File: src/hdl/ntp_timestamp_to_local_date_assert.svh
// ---------------------------------------------------------------------------
// NTP timestamp to local date: assertion macros
// Shared concurrent assertion forms; they compile to nothing under ASSERT_OFF.
// ---------------------------------------------------------------------------
`ifndef NTP_TIMESTAMP_TO_LOCAL_DATE_ASSERT_SVH
`define NTP_TIMESTAMP_TO_LOCAL_DATE_ASSERT_SVH

`ifndef ASSERT_OFF

// The consequent must hold in the same cycle as the antecedent.
`define NTD_ASSERT_HOLDS(lbl, clk, rst_n, ante, cons) \
    lbl: assert property (@(posedge clk) disable iff (!rst_n) (ante) |-> (cons)) \
        else $error("ntd: same-cycle check failed");

// The consequent must hold in the cycle after the antecedent.
`define NTD_ASSERT_NEXT(lbl, clk, rst_n, ante, cons) \
    lbl: assert property (@(posedge clk) disable iff (!rst_n) (ante) |=> (cons)) \
        else $error("ntd: next-cycle check failed");

`else

`define NTD_ASSERT_HOLDS(lbl, clk, rst_n, ante, cons)
`define NTD_ASSERT_NEXT(lbl, clk, rst_n, ante, cons)

`endif

`endif

File: src/hdl/ntd_pkg.sv
// ---------------------------------------------------------------------------
// NTP timestamp to local date: package
// Constants, reciprocal multipliers, calendar helpers and the structs that
// carry an item between the pipeline sections.
// ---------------------------------------------------------------------------
package ntd_pkg;

    // Number of register stages from the input register to the result register.
    localparam int STAGES = 12;

    // Seconds from 1900-01-01 to 1970-01-01.
    localparam logic [31:0] EPOCH_OFFSET = 32'h83aa7e80;
    localparam logic [32:0] SECS_PER_DAY = 33'd86400;

    // Zone selection: index 24 is UTC, each step is 30 minutes.
    localparam logic [5:0]  ZONE_UTC      = 6'd24;
    localparam logic [5:0]  ZONE_MAX      = 6'd48;
    localparam logic [11:0] ZONE_STEP_MIN = 12'd30;
    localparam logic [11:0] ZONE_BIAS     = 12'd720;
    localparam logic [11:0] MIN_PER_DAY   = 12'd1440;

    // Civil date constants (days counted from 0000-03-01).
    localparam logic [19:0] DAYS_TO_1970  = 20'd719468;
    localparam logic [19:0] ERA4_START    = 20'd584388;
    localparam logic [19:0] ERA5_START    = 20'd730485;
    localparam logic [17:0] DAYS_CENT_1   = 18'd36524;
    localparam logic [17:0] DAYS_CENT_2   = 18'd73048;
    localparam logic [17:0] DAYS_CENT_3   = 18'd109572;
    localparam logic [17:0] DAYS_ERA_LAST = 18'd146096;
    localparam logic [17:0] DAYS_PER_YEAR = 18'd365;
    localparam logic [11:0] YEAR_ERA4     = 12'd1600;
    localparam logic [11:0] YEAR_ERA5     = 12'd2000;
    localparam logic [11:0] BASE_YEAR     = 12'd2000;
    // The one century year in range that is not a leap year.
    localparam logic [11:0] YEAR_NO_LEAP  = 12'd2100;

    // Microsecond approximation terms.
    localparam logic [22:0] USEC_ROUND = 23'd32768;
    localparam logic [16:0] USEC_CORR  = 17'd759;

    // Exact reciprocals: floor(x / d) = (x * ceil(2^k / d)) >> k for the
    // operand widths used here, with 2^k >= d * 2^(operand width).
    localparam int SH_DAY   = 35;
    localparam logic [25:0] RCP_DAY   = 26'(((64'd1 << SH_DAY) + 64'd674) / 64'd675);
    localparam int SH_MIN   = 23;
    localparam logic [17:0] RCP_MIN   = 18'(((64'd1 << SH_MIN) + 64'd59) / 64'd60);
    localparam int SH_Y4    = 29;
    localparam logic [18:0] RCP_Y4    = 19'(((64'd1 << SH_Y4) + 64'd1459) / 64'd1460);
    localparam int SH_YEAR  = 27;
    localparam logic [18:0] RCP_YEAR  = 19'(((64'd1 << SH_YEAR) + 64'd364) / 64'd365);
    localparam int SH_MONTH = 19;
    localparam logic [11:0] RCP_MONTH = 12'(((64'd1 << SH_MONTH) + 64'd152) / 64'd153);
    localparam int SH_HOUR  = 17;
    localparam logic [11:0] RCP_HOUR  = 12'(((64'd1 << SH_HOUR) + 64'd59) / 64'd60);

    // Load enables, one per pipeline stage.
    typedef struct packed {
        logic [STAGES-1:0] load;
    } t_pipe_ctl;

    // Item leaving the epoch section.
    typedef struct packed {
        logic [17:0] doe;
        logic        era5;
        logic [17:0] yn;
        logic [5:0]  sec;
        logic [11:0] lraw;
        logic [19:0] usec;
    } t_epoch_res;

    // Item leaving the civil date section (UTC date).
    typedef struct packed {
        logic [4:0]  day;
        logic [3:0]  month;
        logic [11:0] year;
        logic [5:0]  sec;
        logic [11:0] lraw;
        logic [19:0] usec;
    } t_civil_res;

    // Day of the March-based year on which month index mp starts.
    function automatic logic [8:0] month_start(input logic [3:0] mp);
        logic [8:0] d;
        begin
            case (mp)
                4'd0:    d = 9'd0;
                4'd1:    d = 9'd31;
                4'd2:    d = 9'd61;
                4'd3:    d = 9'd92;
                4'd4:    d = 9'd122;
                4'd5:    d = 9'd153;
                4'd6:    d = 9'd184;
                4'd7:    d = 9'd214;
                4'd8:    d = 9'd245;
                4'd9:    d = 9'd275;
                4'd10:   d = 9'd306;
                4'd11:   d = 9'd337;
                default: d = 9'd0;
            endcase
            return d;
        end
    endfunction

    // Length of a month; valid for years from 1970 to 2107.
    function automatic logic [4:0] month_len(input logic [3:0] m, input logic [11:0] y);
        logic       leap;
        logic [4:0] len;
        begin
            leap = (y[1:0] == 2'b00) && (y != YEAR_NO_LEAP);
            case (m)
                4'd2:                     len = leap ? 5'd29 : 5'd28;
                4'd4, 4'd6, 4'd9, 4'd11:  len = 5'd30;
                default:                  len = 5'd31;
            endcase
            return len;
        end
    endfunction

endpackage

File: src/hdl/ntd_epoch.sv
// ---------------------------------------------------------------------------
// NTP timestamp to local date: epoch section
// Stages 0 to 4. Removes the 1970 offset, splits seconds into days and
// second of day, starts the civil date arithmetic and forms microseconds.
// ---------------------------------------------------------------------------
module ntd_epoch (
    input  logic                i_clk,
    input  ntd_pkg::t_pipe_ctl  i_ctl,
    input  logic [31:0]         i_ntp_seconds,
    input  logic [31:0]         i_ntp_fraction,
    input  logic [5:0]          i_zone_index,
    output ntd_pkg::t_epoch_res o_res
);
    import ntd_pkg::*;

    // Stage 0: input register.
    logic [31:0] r_s0_secs, n_s0_secs;
    logic [31:0] r_s0_frac;
    logic [5:0]  r_s0_zone, n_s0_zone;

    assign n_s0_secs = i_ntp_seconds - EPOCH_OFFSET;
    assign n_s0_zone = (i_zone_index > ZONE_MAX) ? ZONE_MAX : i_zone_index;

    always_ff @(posedge i_clk) begin
        if (i_ctl.load[0]) begin
            r_s0_secs <= n_s0_secs;
            r_s0_frac <= i_ntp_fraction;
            r_s0_zone <= n_s0_zone;
        end
    end

    // Stage 1: whole days, and the rounding term of the microsecond formula.
    logic [50:0] w_day_prod;
    logic [15:0] r_s1_days, n_s1_days;
    logic [6:0]  r_s1_ut, n_s1_ut;
    logic [31:0] r_s1_secs;
    logic [19:0] r_s1_frac20;
    logic [5:0]  r_s1_zone;

    assign w_day_prod = 51'(r_s0_secs[31:7]) * 51'(RCP_DAY);
    assign n_s1_days  = 16'(w_day_prod >> SH_DAY);
    assign n_s1_ut    = 7'((23'(r_s0_frac[31:10]) + USEC_ROUND) >> 16);

    always_ff @(posedge i_clk) begin
        if (i_ctl.load[1]) begin
            r_s1_days   <= n_s1_days;
            r_s1_ut     <= n_s1_ut;
            r_s1_secs   <= r_s0_secs;
            r_s1_frac20 <= r_s0_frac[31:12];
            r_s1_zone   <= r_s0_zone;
        end
    end

    // Stage 2: second of day, day of the 400-year era, microseconds.
    logic [32:0] w_day_secs;
    logic [19:0] w_z;
    logic [16:0] w_corr;
    logic [16:0] r_s2_sod, n_s2_sod;
    logic [17:0] r_s2_doe, n_s2_doe;
    logic        r_s2_era5, n_s2_era5;
    logic [19:0] r_s2_usec, n_s2_usec;
    logic [5:0]  r_s2_zone;

    assign w_day_secs = 33'(r_s1_days) * SECS_PER_DAY;
    assign n_s2_sod   = 17'(r_s1_secs - w_day_secs[31:0]);
    assign w_z        = 20'(r_s1_days) + DAYS_TO_1970;
    assign n_s2_era5  = (w_z >= ERA5_START);
    assign n_s2_doe   = 18'(w_z - (n_s2_era5 ? ERA5_START : ERA4_START));
    assign w_corr     = 17'(r_s1_ut) * USEC_CORR;
    assign n_s2_usec  = r_s1_frac20 - 20'(w_corr);

    always_ff @(posedge i_clk) begin
        if (i_ctl.load[2]) begin
            r_s2_sod  <= n_s2_sod;
            r_s2_doe  <= n_s2_doe;
            r_s2_era5 <= n_s2_era5;
            r_s2_usec <= n_s2_usec;
            r_s2_zone <= r_s1_zone;
        end
    end

    // Stage 3: minute of day and the leap-cycle quotients of the era day.
    logic [34:0] w_mod_prod;
    logic [36:0] w_q4_prod;
    logic [10:0] r_s3_mod, n_s3_mod;
    logic [6:0]  r_s3_q4, n_s3_q4;
    logic [2:0]  r_s3_q100, n_s3_q100;
    logic        r_s3_q400, n_s3_q400;
    logic [16:0] r_s3_sod;
    logic [17:0] r_s3_doe;
    logic        r_s3_era5;
    logic [19:0] r_s3_usec;
    logic [5:0]  r_s3_zone;

    assign w_mod_prod = 35'(r_s2_sod) * 35'(RCP_MIN);
    assign n_s3_mod   = 11'(w_mod_prod >> SH_MIN);
    assign w_q4_prod  = 37'(r_s2_doe) * 37'(RCP_Y4);
    assign n_s3_q4    = 7'(w_q4_prod >> SH_Y4);
    assign n_s3_q100  = 3'(r_s2_doe >= DAYS_CENT_1) + 3'(r_s2_doe >= DAYS_CENT_2)
                      + 3'(r_s2_doe >= DAYS_CENT_3) + 3'(r_s2_doe >= DAYS_ERA_LAST);
    assign n_s3_q400  = (r_s2_doe == DAYS_ERA_LAST);

    always_ff @(posedge i_clk) begin
        if (i_ctl.load[3]) begin
            r_s3_mod  <= n_s3_mod;
            r_s3_q4   <= n_s3_q4;
            r_s3_q100 <= n_s3_q100;
            r_s3_q400 <= n_s3_q400;
            r_s3_sod  <= r_s2_sod;
            r_s3_doe  <= r_s2_doe;
            r_s3_era5 <= r_s2_era5;
            r_s3_usec <= r_s2_usec;
            r_s3_zone <= r_s2_zone;
        end
    end

    // Stage 4: year numerator, second of minute and the biased local minute.
    logic [16:0] w_mod_secs;
    logic [11:0] w_zone_min;
    logic [17:0] r_s4_yn, n_s4_yn;
    logic [5:0]  r_s4_sec, n_s4_sec;
    logic [11:0] r_s4_lraw, n_s4_lraw;
    logic [17:0] r_s4_doe;
    logic        r_s4_era5;
    logic [19:0] r_s4_usec;

    assign n_s4_yn    = r_s3_doe - 18'(r_s3_q4) + 18'(r_s3_q100) - 18'(r_s3_q400);
    assign w_mod_secs = 17'(r_s3_mod) * 17'd60;
    assign n_s4_sec   = 6'(r_s3_sod - w_mod_secs);
    assign w_zone_min = 12'(r_s3_zone) * ZONE_STEP_MIN;
    assign n_s4_lraw  = 12'(r_s3_mod) + w_zone_min;

    always_ff @(posedge i_clk) begin
        if (i_ctl.load[4]) begin
            r_s4_yn   <= n_s4_yn;
            r_s4_sec  <= n_s4_sec;
            r_s4_lraw <= n_s4_lraw;
            r_s4_doe  <= r_s3_doe;
            r_s4_era5 <= r_s3_era5;
            r_s4_usec <= r_s3_usec;
        end
    end

    assign o_res.doe  = r_s4_doe;
    assign o_res.era5 = r_s4_era5;
    assign o_res.yn   = r_s4_yn;
    assign o_res.sec  = r_s4_sec;
    assign o_res.lraw = r_s4_lraw;
    assign o_res.usec = r_s4_usec;

endmodule

File: src/hdl/ntd_civil.sv
// ---------------------------------------------------------------------------
// NTP timestamp to local date: civil date section
// Stages 5 to 8. Turns the day of the era into UTC year, month and day.
// ---------------------------------------------------------------------------
module ntd_civil (
    input  logic                i_clk,
    input  ntd_pkg::t_pipe_ctl  i_ctl,
    input  ntd_pkg::t_epoch_res i_res,
    output ntd_pkg::t_civil_res o_res
);
    import ntd_pkg::*;

    // Stage 5: year of the era.
    logic [36:0] w_yoe_prod;
    logic [8:0]  r_s5_yoe, n_s5_yoe;
    logic [17:0] r_s5_doe;
    logic        r_s5_era5;
    logic [5:0]  r_s5_sec;
    logic [11:0] r_s5_lraw;
    logic [19:0] r_s5_usec;

    assign w_yoe_prod = 37'(i_res.yn) * 37'(RCP_YEAR);
    assign n_s5_yoe   = 9'(w_yoe_prod >> SH_YEAR);

    always_ff @(posedge i_clk) begin
        if (i_ctl.load[5]) begin
            r_s5_yoe  <= n_s5_yoe;
            r_s5_doe  <= i_res.doe;
            r_s5_era5 <= i_res.era5;
            r_s5_sec  <= i_res.sec;
            r_s5_lraw <= i_res.lraw;
            r_s5_usec <= i_res.usec;
        end
    end

    // Stage 6: day of the March-based year, and the year before the
    // January/February correction.
    logic [17:0] w_yoe_days;
    logic [1:0]  w_c100;
    logic [17:0] w_ydays;
    logic [8:0]  r_s6_doy, n_s6_doy;
    logic [11:0] r_s6_ybase, n_s6_ybase;
    logic [5:0]  r_s6_sec;
    logic [11:0] r_s6_lraw;
    logic [19:0] r_s6_usec;

    assign w_yoe_days = 18'(r_s5_yoe) * DAYS_PER_YEAR;
    assign w_c100     = 2'(r_s5_yoe >= 9'd100) + 2'(r_s5_yoe >= 9'd200)
                      + 2'(r_s5_yoe >= 9'd300);
    assign w_ydays    = w_yoe_days + 18'(r_s5_yoe[8:2]) - 18'(w_c100);
    assign n_s6_doy   = 9'(r_s5_doe - w_ydays);
    assign n_s6_ybase = 12'(r_s5_yoe) + (r_s5_era5 ? YEAR_ERA5 : YEAR_ERA4);

    always_ff @(posedge i_clk) begin
        if (i_ctl.load[6]) begin
            r_s6_doy   <= n_s6_doy;
            r_s6_ybase <= n_s6_ybase;
            r_s6_sec   <= r_s5_sec;
            r_s6_lraw  <= r_s5_lraw;
            r_s6_usec  <= r_s5_usec;
        end
    end

    // Stage 7: month index counted from March.
    logic [10:0] w_mp_num;
    logic [22:0] w_mp_prod;
    logic [3:0]  r_s7_mp, n_s7_mp;
    logic [8:0]  r_s7_doy;
    logic [11:0] r_s7_ybase;
    logic [5:0]  r_s7_sec;
    logic [11:0] r_s7_lraw;
    logic [19:0] r_s7_usec;

    assign w_mp_num  = 11'(r_s6_doy) * 11'd5 + 11'd2;
    assign w_mp_prod = 23'(w_mp_num) * 23'(RCP_MONTH);
    assign n_s7_mp   = 4'(w_mp_prod >> SH_MONTH);

    always_ff @(posedge i_clk) begin
        if (i_ctl.load[7]) begin
            r_s7_mp    <= n_s7_mp;
            r_s7_doy   <= r_s6_doy;
            r_s7_ybase <= r_s6_ybase;
            r_s7_sec   <= r_s6_sec;
            r_s7_lraw  <= r_s6_lraw;
            r_s7_usec  <= r_s6_usec;
        end
    end

    // Stage 8: day of month, calendar month and UTC year.
    logic [4:0]  r_s8_day, n_s8_day;
    logic [3:0]  r_s8_month, n_s8_month;
    logic [11:0] r_s8_year, n_s8_year;
    logic [5:0]  r_s8_sec;
    logic [11:0] r_s8_lraw;
    logic [19:0] r_s8_usec;

    assign n_s8_day   = 5'(r_s7_doy - month_start(r_s7_mp) + 9'd1);
    assign n_s8_month = (r_s7_mp < 4'd10) ? r_s7_mp + 4'd3 : r_s7_mp - 4'd9;
    assign n_s8_year  = r_s7_ybase + 12'(n_s8_month <= 4'd2);

    always_ff @(posedge i_clk) begin
        if (i_ctl.load[8]) begin
            r_s8_day   <= n_s8_day;
            r_s8_month <= n_s8_month;
            r_s8_year  <= n_s8_year;
            r_s8_sec   <= r_s7_sec;
            r_s8_lraw  <= r_s7_lraw;
            r_s8_usec  <= r_s7_usec;
        end
    end

    assign o_res.day   = r_s8_day;
    assign o_res.month = r_s8_month;
    assign o_res.year  = r_s8_year;
    assign o_res.sec   = r_s8_sec;
    assign o_res.lraw  = r_s8_lraw;
    assign o_res.usec  = r_s8_usec;

endmodule

File: src/hdl/ntd_zone.sv
// ---------------------------------------------------------------------------
// NTP timestamp to local date: zone section
// Stages 9 to 11. Applies the zone shift with day, month and year carry or
// borrow, splits the local minute of day and builds the result item.
// ---------------------------------------------------------------------------
module ntd_zone (
    input  logic                i_clk,
    input  ntd_pkg::t_pipe_ctl  i_ctl,
    input  ntd_pkg::t_civil_res i_res,
    output logic [55:0]         o_tdata,
    output logic                o_tuser
);
    import ntd_pkg::*;

    // Stage 9: zone shift across midnight.
    logic [3:0]  w_prev_month;
    logic [11:0] w_prev_year;
    logic [4:0]  w_len_cur;
    logic [4:0]  w_len_prev;
    logic [10:0] r_s9_lmin, n_s9_lmin;
    logic [4:0]  r_s9_day, n_s9_day;
    logic [3:0]  r_s9_month, n_s9_month;
    logic [11:0] r_s9_year, n_s9_year;
    logic        r_s9_ok, n_s9_ok;
    logic [5:0]  r_s9_sec;
    logic [19:0] r_s9_usec;

    assign w_prev_month = (i_res.month == 4'd1) ? 4'd12 : i_res.month - 4'd1;
    assign w_prev_year  = (i_res.month == 4'd1) ? i_res.year - 12'd1 : i_res.year;
    assign w_len_cur    = month_len(i_res.month, i_res.year);
    assign w_len_prev   = month_len(w_prev_month, w_prev_year);

    always_comb begin
        n_s9_day   = i_res.day;
        n_s9_month = i_res.month;
        n_s9_year  = i_res.year;
        n_s9_lmin  = 11'(i_res.lraw - ZONE_BIAS);
        priority if (i_res.lraw >= ZONE_BIAS + MIN_PER_DAY) begin
            // Next day; past the month's last day, restart at the first of the next month.
            n_s9_lmin = 11'(i_res.lraw - (ZONE_BIAS + MIN_PER_DAY));
            if (i_res.day >= w_len_cur) begin
                n_s9_day = 5'd1;
                if (i_res.month == 4'd12) begin
                    n_s9_month = 4'd1;
                    n_s9_year  = i_res.year + 12'd1;
                end else begin
                    n_s9_month = i_res.month + 4'd1;
                end
            end else begin
                n_s9_day = i_res.day + 5'd1;
            end
        end else if (i_res.lraw < ZONE_BIAS) begin
            // Previous day; from the first, go back to the last day of the previous month.
            n_s9_lmin = 11'(i_res.lraw + ZONE_BIAS);
            if (i_res.day == 5'd1) begin
                n_s9_month = w_prev_month;
                n_s9_year  = w_prev_year;
                n_s9_day   = w_len_prev;
            end else begin
                n_s9_day = i_res.day - 5'd1;
            end
        end else begin
            n_s9_lmin = 11'(i_res.lraw - ZONE_BIAS);
        end
    end

    // Both the UTC and the local year must be 2000 or later.
    assign n_s9_ok = (i_res.year >= BASE_YEAR) && (n_s9_year >= BASE_YEAR);

    always_ff @(posedge i_clk) begin
        if (i_ctl.load[9]) begin
            r_s9_lmin  <= n_s9_lmin;
            r_s9_day   <= n_s9_day;
            r_s9_month <= n_s9_month;
            r_s9_year  <= n_s9_year;
            r_s9_ok    <= n_s9_ok;
            r_s9_sec   <= i_res.sec;
            r_s9_usec  <= i_res.usec;
        end
    end

    // Stage 10: local hour.
    logic [22:0] w_hour_prod;
    logic [4:0]  r_s10_hour, n_s10_hour;
    logic [10:0] r_s10_lmin;
    logic [4:0]  r_s10_day;
    logic [3:0]  r_s10_month;
    logic [11:0] r_s10_year;
    logic        r_s10_ok;
    logic [5:0]  r_s10_sec;
    logic [19:0] r_s10_usec;

    assign w_hour_prod = 23'(r_s9_lmin) * 23'(RCP_HOUR);
    assign n_s10_hour  = 5'(w_hour_prod >> SH_HOUR);

    always_ff @(posedge i_clk) begin
        if (i_ctl.load[10]) begin
            r_s10_hour  <= n_s10_hour;
            r_s10_lmin  <= r_s9_lmin;
            r_s10_day   <= r_s9_day;
            r_s10_month <= r_s9_month;
            r_s10_year  <= r_s9_year;
            r_s10_ok    <= r_s9_ok;
            r_s10_sec   <= r_s9_sec;
            r_s10_usec  <= r_s9_usec;
        end
    end

    // Stage 11: result register; an item before 2000 is all zeros.
    logic [10:0] w_hour_min;
    logic [5:0]  w_minute;
    logic [6:0]  w_yoff;
    logic [55:0] r_s11_tdata, n_s11_tdata;
    logic        r_s11_tuser;

    assign w_hour_min  = 11'(r_s10_hour) * 11'd60;
    assign w_minute    = 6'(r_s10_lmin - w_hour_min);
    assign w_yoff      = 7'(r_s10_year - BASE_YEAR);
    assign n_s11_tdata = r_s10_ok ? {3'b000, r_s10_usec, r_s10_sec, w_minute, r_s10_hour,
                                     r_s10_day, r_s10_month, w_yoff} : '0;

    always_ff @(posedge i_clk) begin
        if (i_ctl.load[11]) begin
            r_s11_tdata <= n_s11_tdata;
            r_s11_tuser <= r_s10_ok;
        end
    end

    assign o_tdata = r_s11_tdata;
    assign o_tuser = r_s11_tuser;

endmodule

File: src/hdl/ntp_timestamp_to_local_date.sv
// ---------------------------------------------------------------------------
// NTP timestamp to local date
// Takes one NTP transmit timestamp per item (tdata bits 31:0 whole seconds
// since 1900, bits 63:32 the 32-bit fraction) and returns one result item
// with the local civil date and time: UTC as gmtime gives it, shifted by the
// zone held in the zone register (0 is UTC-12:00, each step 30 minutes, 24 is
// UTC, 48 is UTC+12:00; larger values act as 48; reset value 24). Stamps
// before 1970 wrap to 2036..2106. tuser is 1 when both the UTC and the local
// year are 2000 or later; otherwise the whole tdata is zero. Microseconds use
// the shift-and-multiply approximation of the fraction. The datapath is a
// 12-stage pipeline; one item can be taken every cycle while the output is
// not held. Each stage holds its item until the next stage frees, so input
// items are still taken while a result waits at the output, until every
// stage is full. Write the zone register only while no item is in flight.
// ---------------------------------------------------------------------------
`include "ntp_timestamp_to_local_date_assert.svh"

module ntp_timestamp_to_local_date (
    input  logic        i_clk,
    input  logic        i_rst_n,
    // Zone register write port.
    input  logic        i_cfg_we,
    input  logic [5:0]  i_cfg_wdata,
    // Input items. tdata: [31:0] ntp_seconds, [63:32] ntp_fraction.
    input  logic        s_axis_tvalid,
    output logic        s_axis_tready,
    input  logic [63:0] s_axis_tdata,
    // Result items. tdata: [6:0] year_offset, [10:7] month_num, [15:11] day_num,
    // [20:16] hour_num, [26:21] minute_num, [32:27] second_num,
    // [52:33] micro_num, [55:53] zero.
    output logic        m_axis_tvalid,
    input  logic        m_axis_tready,
    output logic [55:0] m_axis_tdata,
    // tuser: [0] valid_res.
    output logic        m_axis_tuser
);
    import ntd_pkg::*;

    // Zone register.
    logic [5:0] r_zone_index;

    always_ff @(posedge i_clk) begin
        if (!i_rst_n) begin
            r_zone_index <= ZONE_UTC;
        end else if (i_cfg_we) begin
            r_zone_index <= i_cfg_wdata;
        end
    end

    // Pipeline occupancy: a stage loads when it is empty or its item moves on.
    t_pipe_ctl         ctl;
    logic [STAGES-1:0] r_vld, n_vld;

    always_comb begin
        ctl.load[STAGES-1] = !r_vld[STAGES-1] || m_axis_tready;
        for (int k = STAGES - 2; k >= 0; k--) begin
            ctl.load[k] = !r_vld[k] || ctl.load[k+1];
        end
    end

    assign n_vld = {r_vld[STAGES-2:0], s_axis_tvalid};

    always_ff @(posedge i_clk) begin
        if (!i_rst_n) begin
            r_vld <= '0;
        end else begin
            r_vld <= (ctl.load & n_vld) | (~ctl.load & r_vld);
        end
    end

    assign s_axis_tready = ctl.load[0];
    assign m_axis_tvalid = r_vld[STAGES-1];

    // Datapath sections.
    t_epoch_res epoch_res;
    t_civil_res civil_res;

    ntd_epoch u_epoch (
        .i_clk          (i_clk),
        .i_ctl          (ctl),
        .i_ntp_seconds  (s_axis_tdata[31:0]),
        .i_ntp_fraction (s_axis_tdata[63:32]),
        .i_zone_index   (r_zone_index),
        .o_res          (epoch_res)
    );

    ntd_civil u_civil (
        .i_clk (i_clk),
        .i_ctl (ctl),
        .i_res (epoch_res),
        .o_res (civil_res)
    );

    ntd_zone u_zone (
        .i_clk   (i_clk),
        .i_ctl   (ctl),
        .i_res   (civil_res),
        .o_tdata (m_axis_tdata),
        .o_tuser (m_axis_tuser)
    );

    // Checks.
    `NTD_ASSERT_HOLDS(a_ready_when_out_empty, i_clk, i_rst_n,
        !m_axis_tvalid, s_axis_tready)
    `NTD_ASSERT_HOLDS(a_invalid_is_zero, i_clk, i_rst_n,
        m_axis_tvalid && !m_axis_tuser, m_axis_tdata == '0)
    `NTD_ASSERT_HOLDS(a_fields_in_range, i_clk, i_rst_n,
        m_axis_tvalid && m_axis_tuser,
        (m_axis_tdata[6:0] <= 7'd106) && (m_axis_tdata[10:7] >= 4'd1) &&
        (m_axis_tdata[10:7] <= 4'd12) && (m_axis_tdata[15:11] >= 5'd1) &&
        (m_axis_tdata[20:16] <= 5'd23) && (m_axis_tdata[26:21] <= 6'd59) &&
        (m_axis_tdata[32:27] <= 6'd59) && (m_axis_tdata[52:33] <= 20'd999999))
    `NTD_ASSERT_NEXT(a_no_repeat, i_clk, i_rst_n,
        m_axis_tvalid && m_axis_tready && !r_vld[STAGES-2], !m_axis_tvalid)

endmodule

File: config.mk
export PLATFORM = sky130hd
export DESIGN_NAME = ntp_timestamp_to_local_date
export DESIGN_NICKNAME = d
export VERILOG_FILES = /design/src/hdl/ntd_pkg.sv /design/src/hdl/ntd_epoch.sv /design/src/hdl/ntd_civil.sv /design/src/hdl/ntd_zone.sv /design/src/hdl/ntp_timestamp_to_local_date.sv
export VERILOG_INCLUDE_DIRS = /design/src /design/src/hdl
export SDC_FILE = /design/constraint.sdc
export NUM_CORES = 2
export LEC_CHECK = 0
export ABC_AREA = 1
export BUFFER_PORTS_ARGS = -buffer_cell sky130_fd_sc_hd__buf_2
export CAP_MARGIN = 20
export CORE_UTILIZATION = 40
export CTS_CLUSTER_SIZE = 30
export DETAILED_ROUTE_END_ITERATION = 10
export SLEW_MARGIN = 20
export SYNTH_ARGS = -nofsm -noshare
export SYNTH_HDL_FRONTEND = slang
export SYNTH_SLANG_ARGS = --single-unit
File: constraint.sdc
create_clock -name i_clk -period 18.1 [get_ports i_clk]
set_input_delay 3.62 -clock i_clk [delete_from_list [all_inputs] [get_ports i_clk]]
set_output_delay 3.62 -clock i_clk [all_outputs]
set_load 0.01 [all_outputs]
==> reports/results.md <==
| Item | Reported |
| --- | --- |
| Final WL | 129,000 um |
| Overall track demand over capacity in global routing | 16.6% |
| Floorplan core area | 158,000 sq um |
| Setup Fix Bufs, Post-CTS | 0 |
| Number of buffers added by the clock tree synthesis step | 85 |
| Type of the worst setup path | in -> out |
| GRT overflow | 0 |
| Area occupied by registers | 22,100 sq um |
| Remaining design rule violation count | 0 |
| Layout cell share with drive strength beyond 1 | 5.09% |
| Fin Hold WS | 396 ps |
| Fill cell total of the finished layout | 14,960 |
| Classification of the worst-slack hold path | reg -> reg |
| Buffer cell driving the clock tree root | clkbuf_16 |
| Clock tree from TritonCTS | built |
| P&R area growth vs syn | 9.67% |
| Floorplan die height | 401 um |
| Minimum period implied by the final worst setup slack | 11,910 ps |
| Count of vias placed by the detailed router | 40,192 |
| Maximum number of pins on one net before global-route repair | 69 |
| Count of synthesis-stage warnings from yosys | 0 |
| Clk_lat worst skew | 700 ps |
| Starting density of the core | 40.3% |
| Buffers on Ports | 118 |
| Total Nets Final | 7,963 |
| Synthesized flop and latch total | 744 |
| Cts repair resizes | 0 |
| Die Outline Area | 161,000 sq um |
| Synth Cell Area | 63,700 sq um |
| Final RePlAce weighted congestion | 0.917 |
| Routed length per instance | 15.4 um |
| Worst slew margin relative to its limit | 30.0% |
| Number of antenna violations at the first check in global routing | 5 |
| Detailed-router iteration count before antenna repair | 7 |
| FFs w/ async S/R, synth | 0% |
| Critical path arrival | 8290 ps |
| Setup crit end kind | output pin |
| Final setup TNS | 0 ps |
| Hold path startpoint | u_civil.r_s7_usec[14] |
| Cell count of the worst hold path | 0 |
| # setup viols final | 0 |
| Area of the multi-input gates | 36,600 sq um |
| Global-route wire length before repair | 215,000 um |
| Clock Pin Slew Worst Setup and Hold Paths | 60 ps |
| Fraction of the yosys area taken by sequential cells | 34.7% |
| Maximum clock insertion buffer count | 3 |
| Number of enable-type register cells in the synthesized netlist | 721 |
| Die X | 401 um |
| Iteration-0 DRC Markers | 1,849 |
| Final number of max-transition violations | 0 |
| Worst r2r path cells | 25 |
| Cts-stage hold buffer count | 0 |
| Crit path required time | 14,480 ps |
| Number of routed nets with antenna violations | 0 |
| Worst Setup Slack, final | 6190 ps |
| Number of global-route vias before repair | 42,140 |
| Minimum setup slack after placement | 5960 ps |
| Worst setup startpoint | m_axis_tready |
| Synthesized instance count | 6,031 |
| Hold Vio Cnt, Final | 0 |
| Startpoint of the most critical register-to-register path | u_civil.r_s6_doy[1] |
| Number of placed I/O pins | 134 |
| Count of maximum capacitance violations | 0 |
| HPWL after detailed placement | 107,000 um |
| Worst Tran Pin Value | 1050 ps |
| Post-synthesis average cell area | 10.6 sq um |
| F_max | 83.9 MHz |
| Via density per instance | 4.80 |
| Unrepaired setup endpoints after global routing | no |
| Distinct cell type count after synthesis | 63 |
| Kind of start point of the critical path | input port |
| H-tree levels | 3 |
| Outcome | finished clean |
| Main synth FF type | edfxtp_1 |
| Clock Sinks | 744 |
| Rows | 146 |
| Fin crit share | 65.8% |
| Largest fanout on the critical path | 68 |
| Worst clock skew on the final layout | 32.5 ps |
-- cells by family after synthesis --
| logic type | count (synthesis) | synth area share [%] |
|---|---|---|
| AOI/OAI and AO/OA | 624 | 5.54 |
| xor gates and xnor gates | 240 | 3.32 |
| adders and majority gates | 1652 | 39.0 |
| buffers and inverters | 1338 | 7.93 |
| DFF | 744 | 34.7 |
| other | 1 | 0.00589 |
| and+or+nand+nor | 1432 | 9.53 |
-- final timing paths --
check | end | slack [ps]
worst max register to register | register | 11260
worst min-delay path | u_civil.r_s8_usec[14] | 400
worst max-delay path | s_axis_tready | 6190
worst min register to register | u_civil.r_s8_usec[14] | 400
-- metrics by stage --
step                util, %  cells  area [sq um]
floorplan                 -   6033         63700
global placement       42.3   8221         67000
detailed placement     42.3   8221         67000
CTS                    44.2   8377         69900
global route           44.2   8378         69900
finish                 44.2   8378         69900
-- state kept, by name, indices dropped and copies added, names as in the netlist, 16 cells and up, named ones only --
register,cells
u_epoch.r_s0_frac,20
u_epoch.r_s4_usec,20
u_civil.r_s5_usec,20
u_epoch.r_s4_yn,18
u_zone.r_s9_usec,20
u_civil.r_s8_usec,20
u_epoch.r_s1_secs,17
u_civil.r_s6_usec,20
u_zone.r_s10_usec,20
u_epoch.r_s2_sod,17
u_epoch.r_s3_doe,18
u_zone.o_tdata,53
u_epoch.r_s3_usec,20
u_epoch.r_s2_usec,20
u_epoch.r_s2_doe,18
u_epoch.r_s1_days,16
u_epoch.r_s1_frac20,20
u_civil.r_s7_usec,20
u_epoch.r_s0_secs,32
-- synthesized netlist by cell type (26+ instances only) --
master | count | share of area [%]
a21oi_1 | 290 | 2.3
xnor2_1 | 76 | 1.0
o21ai_0 | 172 | 1.4
nand4_1 | 57 | 0.56
inv_1 | 1313 | 7.7
edfxtp_1 | 721 | 34
a21o_1 | 26 | 0.31
nand3_1 | 194 | 1.5
nor2_1 | 319 | 1.9
a31oi_1 | 27 | 0.27
xor2_1 | 162 | 2.2
fa_1 | 555 | 17
ha_1 | 1097 | 22
nor3_1 | 39 | 0.31
nand2_1 | 759 | 4.5
-- final cells by class --
| class | count | area share (%) |
|---|---|---|
| tap | 2072 | 3.71 |
| inverter | 1319 | 7.09 |
| clock buffer | 99 | 3.13 |
| multi-input combinational | 3951 | 52.3 |
| timing repair buffer | 135 | 1.03 |
| sequential | 744 | 31.6 |
| clock inverter | 57 | 1.05 |
| antenna | 1 | 0.00358 |
-- per-layer routing --
layer / GRT usage, % / vias to the layer above / part of all wire [%]
met4: 4.30 / 8 / 2.4
met2: 28.5 / 576 / 48
met1: 21.8 / 19247 / 46
met3: 2.38 / 196 / 3.5
met5: 0 / - / 0.039
li1: - / 20165 / -
-- layout by cell type (no fill, tap or decap), types with 8 or more instances in the layout --
master / n
o21a_1: 14
a31oi_1: 27
xor2_1: 162
clkinv_2: 14
nor4_1: 17
o21bai_1: 22
buf_2: 118
nor2_1: 319
bufinv_16: 8
ha_1: 1097
clkinv_1: 12
nand4_1: 57
a21boi_0: 9
o211ai_1: 11
nand2_1: 758
fa_1: 555
nor3_1: 39
buf_4: 17
o21ai_0: 172
clkbuf_16: 85
a21oi_1: 290
nand2_2: 8
inv_1: 1308
a21o_1: 26
a211oi_1: 10
o31ai_1: 9
clkinv_4: 8
clkbuf_1: 13
edfxtp_1: 721
xnor2_1: 76
nand3_1: 193
dfxtp_1: 23
-- critical path, cell delays in order --
cell and delay (ps):
buf_2 120, nor2_4 240, nand4_4 100, buf_4 370, nor2_8 270, nand2_4 450
nor2_4 310, nand2_4 550, nor2_4 360, nand2_4 530, nor2_4 340, nand2_4 370
buf_4 390, buf_2 210
Power is not shown: default switching activity piles up to over one toggle a cycle in this logic, so the estimate is an artifact.
